[config.mk]
export PLATFORM = sky130hd
export DESIGN_NAME = two_operand_text_calculator
export DESIGN_NICKNAME = d
export VERILOG_FILES = /design/src/rtl/tcalc_pkg.sv /design/src/rtl/tcalc_dp.sv /design/src/rtl/tcalc_ctrl.sv /design/src/rtl/two_operand_text_calculator.sv
export SDC_FILE = /design/constraint.sdc
export NUM_CORES = 2
export LEC_CHECK = 0
export ABC_AREA = 1
export BUFFER_PORTS_ARGS = -buffer_cell sky130_fd_sc_hd__buf_2
export CAP_MARGIN = 20
export CORE_UTILIZATION = 58
export CTS_BUF_LIST = sky130_fd_sc_hd__clkbuf_8
export DETAILED_ROUTE_END_ITERATION = 12
export GPL_TIMING_DRIVEN = 0
export PLACE_DENSITY = 0.73
export SYNTH_ARGS = -nofsm -noshare
export SYNTH_HDL_FRONTEND = slang
export SYNTH_SLANG_ARGS = --single-unit
[constraint.sdc]
create_clock -name i_clk -period 8.22 [get_ports i_clk]
set_clock_uncertainty 0.1 [all_clocks]
set_input_delay 2.466 -clock i_clk [delete_from_list [all_inputs] [get_ports i_clk]]
set_output_delay 2.466 -clock i_clk [all_outputs]
set_load 0.05 [all_outputs]
[src/rtl/tcalc_pkg.sv]
`timescale 1ns / 1ps
`default_nettype none
// ----------------------------------------------------------------------------
// tcalc_pkg
// Shared types and constants for the two-operand text calculator.
// ----------------------------------------------------------------------------
package tcalc_pkg;

    localparam logic [7:0] CH_ZERO  = 8'd48;
    localparam logic [7:0] CH_NINE  = 8'd57;
    localparam logic [7:0] CH_PLUS  = 8'h2B;
    localparam logic [7:0] CH_MINUS = 8'h2D;
    localparam logic [7:0] CH_STAR  = 8'h2A;
    localparam logic [7:0] CH_SLASH = 8'h2F;

    localparam int WHOLE_W = 63;
    localparam int FRAC_W  = 16;

    typedef enum logic [1:0] {
        OP_ADD = 2'd0,
        OP_SUB = 2'd1,
        OP_MUL = 2'd2,
        OP_DIV = 2'd3
    } t_op;

    typedef enum logic [1:0] {
        ST_OK       = 2'd0,
        ST_DIV_ZERO = 2'd1,
        ST_BAD_OP   = 2'd2,
        ST_OVERFLOW = 2'd3
    } t_status;

    typedef enum logic [2:0] {
        S_IDLE   = 3'd0,
        S_CALC   = 3'd1,
        S_DIV    = 3'd2,
        S_DIVFIN = 3'd3,
        S_EMIT   = 3'd4
    } t_state;

    typedef struct packed {
        logic accept;
        logic calc;
        logic div_step;
        logic div_fin;
        logic emit;
    } t_dp_cmd;

    typedef struct packed {
        logic is_digit;
        logic is_op;
        logic phase;
        logic b_zero;
        logic op_div;
        logic out_free;
    } t_dp_sts;

endpackage
`default_nettype wire

[src/rtl/tcalc_dp.sv]
`timescale 1ns / 1ps
`default_nettype none
// ----------------------------------------------------------------------------
// tcalc_dp
// Datapath: operand accumulators, ALU, radix-2 divider and output register.
// ----------------------------------------------------------------------------
module tcalc_dp #(
    parameter int OPERAND_BITS  = 31,
    parameter int FRACTION_BITS = 16
) (
    input  wire logic                         i_clk,
    input  wire logic                         i_rst_n,
    input  wire logic [7:0]                   i_char,
    input  wire tcalc_pkg::t_dp_cmd           i_cmd,
    output tcalc_pkg::t_dp_sts                o_sts,
    input  wire logic                         i_out_ready,
    output logic                              o_out_valid,
    output logic [tcalc_pkg::WHOLE_W-1:0]     o_out_whole,
    output logic [tcalc_pkg::FRAC_W-1:0]      o_out_frac,
    output tcalc_pkg::t_status                o_out_status
);

    localparam int OB = OPERAND_BITS;
    localparam int FB = FRACTION_BITS;
    localparam int QW = OB + FB;
    localparam int AW = OB + 4;
    localparam logic [AW-1:0] ACC_MAX   = AW'({OB{1'b1}});
    localparam logic [QW-1:0] FRAC_MASK = (QW'(1) << FB) - QW'(1);

    logic                        r_phase;
    logic [OB-1:0]               r_a;
    logic [OB-1:0]               r_b;
    tcalc_pkg::t_op              r_op;
    logic                        r_ovf;
    logic [tcalc_pkg::WHOLE_W-1:0] r_whole;
    logic [tcalc_pkg::FRAC_W-1:0]  r_frac;
    tcalc_pkg::t_status          r_status;
    logic [QW-1:0]               r_dvd;
    logic [OB-1:0]               r_rem;
    logic                        r_out_valid;
    logic [tcalc_pkg::WHOLE_W-1:0] r_out_whole;
    logic [tcalc_pkg::FRAC_W-1:0]  r_out_frac;
    tcalc_pkg::t_status          r_out_status;

    logic                        is_digit;
    logic                        is_op;
    tcalc_pkg::t_op              dec_op;
    logic [3:0]                  digit;
    logic [OB-1:0]               acc_sel;
    logic [AW-1:0]               acc_v;
    logic                        acc_sat;
    logic [OB-1:0]               acc_new;
    logic [2*OB-1:0]             prod;
    logic [OB:0]                 rem_sh;
    logic [OB+1:0]               diff;
    logic                        q_bit;

    always_comb begin
        is_digit = (i_char >= tcalc_pkg::CH_ZERO) && (i_char <= tcalc_pkg::CH_NINE);
        digit    = 4'(i_char - tcalc_pkg::CH_ZERO);
        is_op    = 1'b1;
        dec_op   = tcalc_pkg::OP_ADD;
        case (i_char)
            tcalc_pkg::CH_PLUS:  dec_op = tcalc_pkg::OP_ADD;
            tcalc_pkg::CH_MINUS: dec_op = tcalc_pkg::OP_SUB;
            tcalc_pkg::CH_STAR:  dec_op = tcalc_pkg::OP_MUL;
            tcalc_pkg::CH_SLASH: dec_op = tcalc_pkg::OP_DIV;
            default:             is_op  = 1'b0;
        endcase
        acc_sel = r_phase ? r_b : r_a;
        acc_v   = (AW'(acc_sel) << 3) + (AW'(acc_sel) << 1) + AW'(digit);
        acc_sat = acc_v > ACC_MAX;
        acc_new = acc_sat ? {OB{1'b1}} : acc_v[OB-1:0];
        prod    = r_a * r_b;
        rem_sh  = {r_rem, r_dvd[QW-1]};
        diff    = {1'b0, rem_sh} - (OB+2)'(r_b);
        q_bit   = ~diff[OB+1];
    end

    // operand and opcode state
    always_ff @(posedge i_clk) begin
        if (!i_rst_n) begin
            r_phase <= 1'b0;
            r_a     <= '0;
            r_b     <= '0;
            r_op    <= tcalc_pkg::OP_ADD;
            r_ovf   <= 1'b0;
        end else if (i_cmd.emit) begin
            r_phase <= 1'b0;
            r_a     <= '0;
            r_b     <= '0;
            r_op    <= tcalc_pkg::OP_ADD;
            r_ovf   <= 1'b0;
        end else if (i_cmd.accept) begin
            if (is_digit) begin
                if (r_phase) begin
                    r_b <= acc_new;
                end else begin
                    r_a <= acc_new;
                end
                if (acc_sat) begin
                    r_ovf <= 1'b1;
                end
            end else if (!r_phase && is_op) begin
                r_op    <= dec_op;
                r_phase <= 1'b1;
            end
        end
    end

    // result and divider
    always_ff @(posedge i_clk) begin
        if (i_cmd.accept && !is_digit && !r_phase && !is_op) begin
            r_whole  <= '0;
            r_frac   <= '0;
            r_status <= tcalc_pkg::ST_BAD_OP;
        end
        if (i_cmd.calc) begin
            r_frac   <= '0;
            r_status <= r_ovf ? tcalc_pkg::ST_OVERFLOW : tcalc_pkg::ST_OK;
            r_dvd    <= QW'(r_a) << FB;
            r_rem    <= '0;
            case (r_op)
                tcalc_pkg::OP_ADD: r_whole <= tcalc_pkg::WHOLE_W'(r_a)
                                            + tcalc_pkg::WHOLE_W'(r_b);
                tcalc_pkg::OP_SUB: r_whole <= tcalc_pkg::WHOLE_W'(r_a)
                                            - tcalc_pkg::WHOLE_W'(r_b);
                tcalc_pkg::OP_MUL: r_whole <= tcalc_pkg::WHOLE_W'(prod);
                default: begin
                    r_whole <= '0;
                    if (r_b == '0) begin
                        r_status <= tcalc_pkg::ST_DIV_ZERO;
                    end
                end
            endcase
        end
        if (i_cmd.div_step) begin
            r_rem <= q_bit ? diff[OB-1:0] : rem_sh[OB-1:0];
            r_dvd <= {r_dvd[QW-2:0], q_bit};
        end
        if (i_cmd.div_fin) begin
            r_whole <= tcalc_pkg::WHOLE_W'(r_dvd >> FB);
            r_frac  <= tcalc_pkg::FRAC_W'(r_dvd & FRAC_MASK);
        end
    end

    // output register
    always_ff @(posedge i_clk) begin
        if (!i_rst_n) begin
            r_out_valid <= 1'b0;
        end else if (i_cmd.emit) begin
            r_out_valid <= 1'b1;
        end else if (i_out_ready) begin
            r_out_valid <= 1'b0;
        end
    end

    always_ff @(posedge i_clk) begin
        if (i_cmd.emit) begin
            r_out_whole  <= r_whole;
            r_out_frac   <= r_frac;
            r_out_status <= r_status;
        end
    end

    always_comb begin
        o_sts.is_digit = is_digit;
        o_sts.is_op    = is_op;
        o_sts.phase    = r_phase;
        o_sts.b_zero   = (r_b == '0);
        o_sts.op_div   = (r_op == tcalc_pkg::OP_DIV);
        o_sts.out_free = !r_out_valid || i_out_ready;
    end

    assign o_out_valid  = r_out_valid;
    assign o_out_whole  = r_out_whole;
    assign o_out_frac   = r_out_frac;
    assign o_out_status = r_out_status;

endmodule
`default_nettype wire

[src/rtl/tcalc_ctrl.sv]
`timescale 1ns / 1ps
`default_nettype none
// ----------------------------------------------------------------------------
// tcalc_ctrl
// Controller: sequences character intake, evaluation, division and output.
// ----------------------------------------------------------------------------
module tcalc_ctrl #(
    parameter int QUOT_BITS = 47
) (
    input  wire logic                i_clk,
    input  wire logic                i_rst_n,
    input  wire logic                i_valid,
    output logic                     o_ready,
    input  wire tcalc_pkg::t_dp_sts  i_sts,
    output tcalc_pkg::t_dp_cmd       o_cmd
);

    localparam int CNT_W = $clog2(QUOT_BITS + 1);
    localparam logic [CNT_W-1:0] CNT_LAST = CNT_W'(QUOT_BITS - 1);

    tcalc_pkg::t_state r_state;
    tcalc_pkg::t_state n_state;
    logic [CNT_W-1:0]  r_cnt;
    logic [CNT_W-1:0]  n_cnt;
    logic              accept;

    assign accept = i_valid && (r_state == tcalc_pkg::S_IDLE);

    always_ff @(posedge i_clk) begin
        if (!i_rst_n) begin
            r_state <= tcalc_pkg::S_IDLE;
            r_cnt   <= '0;
        end else begin
            r_state <= n_state;
            r_cnt   <= n_cnt;
        end
    end

    always_comb begin
        n_state = r_state;
        n_cnt   = r_cnt;
        case (r_state)
            tcalc_pkg::S_IDLE: begin
                if (accept && !i_sts.is_digit) begin
                    if (i_sts.phase) begin
                        n_state = tcalc_pkg::S_CALC;
                    end else if (!i_sts.is_op) begin
                        n_state = tcalc_pkg::S_EMIT;
                    end
                end
            end
            tcalc_pkg::S_CALC: begin
                n_cnt = '0;
                if (i_sts.op_div && !i_sts.b_zero) begin
                    n_state = tcalc_pkg::S_DIV;
                end else begin
                    n_state = tcalc_pkg::S_EMIT;
                end
            end
            tcalc_pkg::S_DIV: begin
                n_cnt = r_cnt + CNT_W'(1);
                if (r_cnt == CNT_LAST) begin
                    n_state = tcalc_pkg::S_DIVFIN;
                end
            end
            tcalc_pkg::S_DIVFIN: begin
                n_state = tcalc_pkg::S_EMIT;
            end
            tcalc_pkg::S_EMIT: begin
                if (i_sts.out_free) begin
                    n_state = tcalc_pkg::S_IDLE;
                end
            end
            default: begin
                n_state = tcalc_pkg::S_IDLE;
            end
        endcase
    end

    always_comb begin
        o_ready        = (r_state == tcalc_pkg::S_IDLE);
        o_cmd.accept   = accept;
        o_cmd.calc     = (r_state == tcalc_pkg::S_CALC);
        o_cmd.div_step = (r_state == tcalc_pkg::S_DIV);
        o_cmd.div_fin  = (r_state == tcalc_pkg::S_DIVFIN);
        o_cmd.emit     = (r_state == tcalc_pkg::S_EMIT) && i_sts.out_free;
    end

`ifndef ASSERT_OFF
    a_term_to_calc: assert property (@(posedge i_clk) disable iff (!i_rst_n)
        accept && i_sts.phase && !i_sts.is_digit |=> r_state == tcalc_pkg::S_CALC)
        else $error("terminator did not start evaluation");

    a_div_count: assert property (@(posedge i_clk) disable iff (!i_rst_n)
        r_state == tcalc_pkg::S_DIV |-> r_cnt <= CNT_LAST)
        else $error("divider step count out of range");

    a_divfin_after_div: assert property (@(posedge i_clk) disable iff (!i_rst_n)
        r_state == tcalc_pkg::S_DIVFIN |-> $past(r_state) == tcalc_pkg::S_DIV)
        else $error("division finished without stepping");

    a_emit_free: assert property (@(posedge i_clk) disable iff (!i_rst_n)
        o_cmd.emit |=> r_state == tcalc_pkg::S_IDLE)
        else $error("emit did not return to idle");
`endif

endmodule
`default_nettype wire

[src/rtl/two_operand_text_calculator.sv]
`timescale 1ns / 1ps
`default_nettype none
// ----------------------------------------------------------------------------
// two_operand_text_calculator
// Infix calculator for one ASCII expression "a op b" per result.
// ----------------------------------------------------------------------------
// Characters are taken one per transaction. A digit, or the operator after
// the first operand, is absorbed in the idle state and the input stays ready
// for the next character. The character that ends an expression (or an
// invalid operator) puts out one result: an invalid operator goes straight
// to the emit state; add, subtract, multiply and division by zero pass the
// evaluation state first; divide also runs the one-bit-per-cycle restoring
// divider and its finishing state. Results sit in an output register, so
// characters are taken while a result waits; input stalls in evaluation,
// division and emit, the last until the previous result has been taken.
module two_operand_text_calculator #(
    parameter int OPERAND_BITS  = 31,
    parameter int FRACTION_BITS = 16
) (
    input  wire logic        i_clk,
    input  wire logic        i_rst_n,
    input  wire logic        s_axis_tvalid,
    output logic             s_axis_tready,
    input  wire logic [7:0]  s_axis_tdata,   // [7:0] char_code
    output logic             m_axis_tvalid,
    input  wire logic        m_axis_tready,
    output logic [79:0]      m_axis_tdata,   // [62:0] result_whole, [78:63] result_fraction
    output logic [1:0]       m_axis_tuser    // [1:0] status
);

    tcalc_pkg::t_dp_cmd              cmd;
    tcalc_pkg::t_dp_sts              sts;
    logic [tcalc_pkg::WHOLE_W-1:0]   out_whole;
    logic [tcalc_pkg::FRAC_W-1:0]    out_frac;
    tcalc_pkg::t_status              out_status;

    tcalc_ctrl #(
        .QUOT_BITS (OPERAND_BITS + FRACTION_BITS)
    ) u_ctrl (
        .i_clk   (i_clk),
        .i_rst_n (i_rst_n),
        .i_valid (s_axis_tvalid),
        .o_ready (s_axis_tready),
        .i_sts   (sts),
        .o_cmd   (cmd)
    );

    tcalc_dp #(
        .OPERAND_BITS  (OPERAND_BITS),
        .FRACTION_BITS (FRACTION_BITS)
    ) u_dp (
        .i_clk        (i_clk),
        .i_rst_n      (i_rst_n),
        .i_char       (s_axis_tdata),
        .i_cmd        (cmd),
        .o_sts        (sts),
        .i_out_ready  (m_axis_tready),
        .o_out_valid  (m_axis_tvalid),
        .o_out_whole  (out_whole),
        .o_out_frac   (out_frac),
        .o_out_status (out_status)
    );

    assign m_axis_tdata = {1'b0, out_frac, out_whole};
    assign m_axis_tuser = out_status;

endmodule
`default_nettype wire

Word-level counts from Yosys, hierarchy flattened
Index checks and enable logic that the tools add are counted. Widths: inputs -> output; s select.

Logic and storage cells: 108. Input bits: 12. Output and inout bits: 84. Flip-flop bits (word level): 316.

Eq/ne operators: 16. Bitwise gates (word level): 4. Multiplexer cells: 31. Magnitude comparators: 3. Reduce and logical (&&, ||, !) cells: 29. Multiply operators: 1. Add/sub/neg operators: 7.

Operators with widths (number): $pmux 63 s3 (1); $mux 31 (6); $mux 63 (2); $mux 47 (2); $mul 31x31->62 (1); $mux 16 (3); $add 34x32->35 (1); $add 35x4->35 (1); $gt 35x31->1 const B (1); $sub 32x31->33 (1); $add 31x31->32 (1); $eq 8x6->1 const B (4); $sub 31x31->32 (1); $logic_not 31->1 (1); $mux 3 (6); $pmux 3 s5 (1); $pmux 6 s2 (1); $reduce_and 3->1 (4); $mux 2 (5); $ge 8x6->1 const B (1); $le 8x6->1 const B (1); $logic_and 1x1->1 (8); $add 6x1->6 const B (1); $eq 3x2->1 const B (2); 21 further kinds (35).

Logic depth before layout (Yosys ltp)
Depth in word-level cells: 9. Depth in mapped cells: 36. Depth with buffers taken out: 34.

Cells and area by module
A second synthesis with hierarchy kept.

Cell total of the unflattened synthesis: 7577. Area total of the unflattened synthesis: 55095.3 µm².

Modules (own cells, without submodules): tcalc_dp (area an instance 54478.5 µm², cells each 7485, instances 1); tcalc_ctrl (area an instance 605.6 µm², cells each 90, instances 1); two_operand_text_calculator (area an instance 11.3 µm², cells each 2, instances 1).

Worst setup path after synthesis
No wires, ideal clock.

Path type: flip-flop to flip-flop. From: register u_dp.r_b[10]. To: register u_dp.r_whole[60] (netlist bit). Buffers on the path: 2. Arrival time: 6.488 ns. Cell stages (with the launch flop): 31. Setup slack: 1.500 ns. Cells stage by stage: dfxtp_1 -> clkbuf_1 -> clkbuf_1 -> nand2_1 -> fa_1 -> inv_1 -> fa_1 -> inv_1 -> fa_1 -> inv_1 -> fa_1 -> inv_1 -> fa_1 -> fa_1 -> fa_1 -> fa_1 -> inv_1 -> ha_1 -> nand2_1 -> nor2_1 -> inv_1 -> nor3_1 -> nand2_1 -> nor3_1 -> nand2_1 -> nand2_1 -> nand2_1 -> nand3_1 -> nand2_1 -> nand2_1 -> a21oi_1.

Longest elaborated chain between the ends: 3. Elaborated cells between the ends (all ways): 4. Classes of those cells: add/sub (1); mul (1); mux (2).

RTL lines: start: declaration (line tcalc_dp.sv:32) `logic [OB-1:0] r_b;`; start signal: assignment (line tcalc_dp.sv:97) `r_b <= acc_new;`; $mul 31x31->62 / $sub 31x31->32 (equally long branches) (line tcalc_dp.sv:74, tcalc_dp.sv:127); $pmux 63 s3 (*) (line tcalc_dp.sv:123) `case (r_op)`; $mux 63 (*) (line tcalc_dp.sv:118) `if (i_cmd.calc) begin`; end signal: assignment (line tcalc_dp.sv:124) `tcalc_pkg::OP_ADD: r_whole <= tcalc_pkg::WHOLE_W'(r_a)`; end signal: assignment (line tcalc_dp.sv:126) `tcalc_pkg::OP_SUB: r_whole <= tcalc_pkg::WHOLE_W'(r_a)`; end signal: assignment (line tcalc_dp.sv:128) `tcalc_pkg::OP_MUL: r_whole <= tcalc_pkg::WHOLE_W'(prod);`; end: declaration (line tcalc_dp.sv:35) `logic [tcalc_pkg::WHOLE_W-1:0] r_whole;`.

Every way passes the cells marked *; elsewhere a longest branch is shown, timed or not. A chain may end at the register's enable or synchronous reset.

Worst setup path after layout
From: register u_dp.r_b[3]. To: register u_dp.r_whole[53] (netlist bit).

The elaborated chain is that of the path after synthesis.

==> impl_results.md <==
- Run status: completed
- Fraction of layout instances using a drive strength above 1: 6.054%
- Clock edge transition at the registers on the reported setup and hold paths: 0.06 ns
- Synth cell count leaders: sky130_fd_sc_hd__nand2_1 (2105), sky130_fd_sc_hd__inv_1 (1902), sky130_fd_sc_hd__fa_1 (841)
- Filler cell count: 8483
- Most instantiated flip-flop cell in the synthesis netlist: sky130_fd_sc_hd__edfxtp_1
- Total Power: 3.609 mW
- Clock tree from TritonCTS: built
- Combinational power share: 12.8%
- Synthesized-area fraction occupied by xor and xnor cells: 0.8856%
- Count of final hold-check violations: 0
- Die Span X: 308.2 um
- Share of the synthesized area in compound gates (AO/OA/AOI/OAI): 6.574%
- Maximum number of buffers from clock root to sink: 3
- Antenna violations before repair: 13
- Headroom to the max-slew limit: 22.08%
- Share of power burned in the clock network: 37.9%
- Ordered cell list for the critical path: clkbuf_1 -> nand2_1 -> fa_1 -> fa_1 -> fa_1 -> inv_1 -> fa_1 -> fa_1 -> fa_1 -> fa_1 -> ha_1 -> nand2_1 -> nor2_1 -> inv_1 -> nor2_1 -> and3_1 -> nand2_1 -> nand3_1 -> nand3_1 -> nand2_1 -> nand2_1 -> a21oi_1
- Final setup fails: 0
- Post-route setup TNS: 0 ns
- Core region area: 92220 um^2
- Max-slew violations: 0
- H-tree depth: 2
- Dominant combinational cell family by area after synthesis: adder cells
- Seq/Total Area, Yosys: 15.46%
- Boundary Pins: 96
- Top cell type's share of synthesized area: 30.95%
- Crit path largest cell delay: 0.78 ns
- Number of synthesized flops with an enable pin: 208
- Crit path required time: 8.70 ns
- Most common cell on crit path: sky130_fd_sc_hd__fa_1
- Number of global-route vias before repair: 50086
- Synthesized net count: 8652
- Async SR Flop Fraction: 0%
- Clock sink count: 316
- Global placement routability congestion: 1.131
- Drt first-iter violations: 7538
- Count of mapped cells out of synthesis: 7386
- Tightest Hold Check Type: reg2reg
- Wire length of the first global-routing pass: 326500 um
- Cell area after synthesis: 54390 um^2
- Number of distinct library cells after synthesis: 56
- Max Clock Freq: 123.1 MHz
- Count of state elements after synthesis: 316
- Area share of and/or/nand/nor cells after synthesis: 21.33%
- Total Die Area: 95010 um^2
- Worst-margin pin slew: 1.169 ns
- Detail Route Antenna Nets: 0
- Routed wirelength normalized by instance count: 25.78 um
- Fraction of the core area covered by cells at the end of the flow: 63.00%
- Dpl cells: 8729
- Yosys warning count: 0
- Die Height: 308.2 um
- Sw Share: 29.73%
- Placement row count: 111
- Highest ir drop seen on vdd: 93.25 uV
- Final Cell Area: 58100 um^2
- GRT Util Overall: 48.37%
- Final routed DRC violation total: 0
- Wire length reported by the detailed router: 227700 um
- First drt pass iteration count: 8
- Number of vias per cell after detailed routing: 5.819
- Vias: 51402
- Yosys top cell by area: sky130_fd_sc_hd__fa_1
- Avg Synthesized Cell Area: 7.365 um^2
- Count of port buffers added during placement: 94
- Max capacitance violation total: 0
- Root Buffer: sky130_fd_sc_hd__clkbuf_8
- Static leakage power: 33.74 nW
- Power per Cell Area: 62.13 nW/um^2
- Pin count of the biggest net entering global routing: 67
- Relative contribution of sequential cells to total power: 49.4%
- Grt ovf: 0
- Endpoint type of the worst setup path: flop
- Most frequent cell after synthesis: sky130_fd_sc_hd__nand2_1
- Share of synthesized cell area in full adder, half adder and majority cells: 40.45%
- Clock buffer count from CTS: 50
- Internal Pwr Total: 2.536 mW
- Final standard cell count with taps included and fillers excluded: 8833
- Ranking of synthesized cells by area: sky130_fd_sc_hd__fa_1 (31%), sky130_fd_sc_hd__nand2_1 (15%), sky130_fd_sc_hd__inv_1 (13%)
- Worst-path fanout max: 6
- Net switching power of the design: 1.073 mW
- Critical Setup Path Class: reg2reg
- Multiplexer area fraction after synthesis: 0%
- Clock latency on the worst-skew pair: 0.69 ns
- Fraction of the cycle the final worst path needs: 98.81%
- Startpoint class of the critical path: flop
- Fin nets: 8806
- Fin crit period: 8.122 ns
- Cell Area, Placed: 56560 um^2
- # hold bufs at CTS: 0
- Effective utilization at floorplan: 58.98%
- Final HPWL from detailed placement: 185900 um
- Area growth, synth to finish: 6.804%
- Cell with the largest stage delay on the worst path: sky130_fd_sc_hd__fa_1
- Arrival time at the worst endpoint: 8.60 ns
==> registers in the layout (all words and copies together) (netlist names) <==
signal             cells
u_dp.r_frac           16
u_dp.o_out_status      2
u_dp.r_dvd            47
u_dp.o_out_whole      63
u_ctrl.r_state         3
u_dp.r_phase           1
u_dp.r_b              31
u_dp.r_status          2
u_dp.r_whole          63
u_dp.o_out_frac       16
u_dp.r_a              31
u_dp.r_rem            31
u_ctrl.r_cnt           6
u_dp.r_op              2
u_dp.r_ovf             1
u_dp.o_out_valid       1
==> power groups by stage <==
stage / combinational [mW] / clock, mW / sequential (mW)
after floorplan: 0.177 / 0 / 1.94
after global placement: 0.428 / 0 / 1.83
after detailed placement: 0.445 / 0 / 1.82
after CTS: 0.447 / 1.37 / 1.78
after global routing: 0.485 / 1.43 / 1.79
final: 0.460 / 1.37 / 1.78
==> metal layers <==
metal / GRT usage (%) / part of all wire (%) / up-vias
met3: 21.02 / 17 / 864
met4: 29.16 / 7.7 / 18
met2: 66.75 / 39 / 3971
met5: 1.757 / 0.17 / -
li1: - / - / 22224
met1: 62.16 / 36 / 24325
==> cell type report <==
class	count	area (um^2)	area share [%]
Buffer	288	1549	2.666
Timing Repair Buffer	102	603.1	1.038
Clock buffer	54	743.2	1.279
Antenna cell	8	20.02	0.03446
Clock inverter	40	262.8	0.4523
Tap cell	1243	1555	2.677
Sequential cell	316	8487	14.61
Multi-Input combinational cell	4875	37720	64.92
Inverter	1907	7158	12.32
==> final timing paths <==
path | endpoint | slack [ns] | start | cells past startpoint
worst max register to register | u_dp.r_whole[53]$_SDFFE_PP0P_ | 0.1 | u_dp.r_b[3]$_SDFFE_PP0P_ | 22
worst min-delay path | u_dp.o_out_whole[15]$_DFFE_PP_ | 0.32 | u_dp.r_whole[15]$_DFFE_PP_ | 0
worst min register to register | u_dp.o_out_whole[15]$_DFFE_PP_ | 0.32 | u_dp.r_whole[15]$_DFFE_PP_ | 0
worst max-delay path | u_dp.r_whole[53]$_SDFFE_PP0P_ | 0.1 | u_dp.r_b[3]$_SDFFE_PP0P_ | 22
==> timing repair <==
action	in CTS	in global routing
gates resized for setup	149	282
setup buffers	0	0
pin swaps	0	0
endpoints found under the setup margin	41	40
==> worst max-delay path: cells and delay by family, from the launching register on <==
family | cells | cell delay [ns]
AND/OR/NAND/NOR | 10 | 1.61
flip-flops | 1 | 0.77
adder cells (fa/ha/maj) | 8 | 4.61
AO/OA/AOI/OAI | 1 | 0.13
buffers and inverters | 3 | 0.77
==> logic make-up after synthesis <==
logic type	count (synthesis)
adders and majority gates	1254
DFF	316
xor gates and xnor gates	55
and+or+nand+nor	2896
buffers and inverters	2195
other	1
AOI/OAI and AO/OA	669
==> cells in the final DEF, fill, tap and decap left out, types with 39 or more instances in the layout <==
cell / n
sky130_fd_sc_hd__a21oi_1: 346
sky130_fd_sc_hd__clkbuf_8: 54
sky130_fd_sc_hd__ha_1: 409
sky130_fd_sc_hd__nand3_1: 310
sky130_fd_sc_hd__o21ai_0: 222
sky130_fd_sc_hd__clkbuf_1: 89
sky130_fd_sc_hd__edfxtp_1: 208
sky130_fd_sc_hd__clkbuf_4: 52
sky130_fd_sc_hd__buf_2: 122
sky130_fd_sc_hd__nand2_1: 2104
sky130_fd_sc_hd__fa_1: 839
sky130_fd_sc_hd__nand4_1: 42
sky130_fd_sc_hd__clkbuf_2: 88
sky130_fd_sc_hd__dfxtp_2: 39
sky130_fd_sc_hd__nor2_1: 343
sky130_fd_sc_hd__inv_1: 1917
sky130_fd_sc_hd__dfxtp_1: 61
==> per-stage QoR <==
stage	hold WS, ns	setup slack, ns
6_report	0.3199	0.09805
5_1_grt	0.3257	-0.001602
4_1_cts	0.3192	0.01088
3_5_place_dp	0.3045	-0.6420
3_3_place_gp	0.3010	-0.5693
2_1_floorplan	0.3003	1.500
Power figures use the tool's default switching activity.
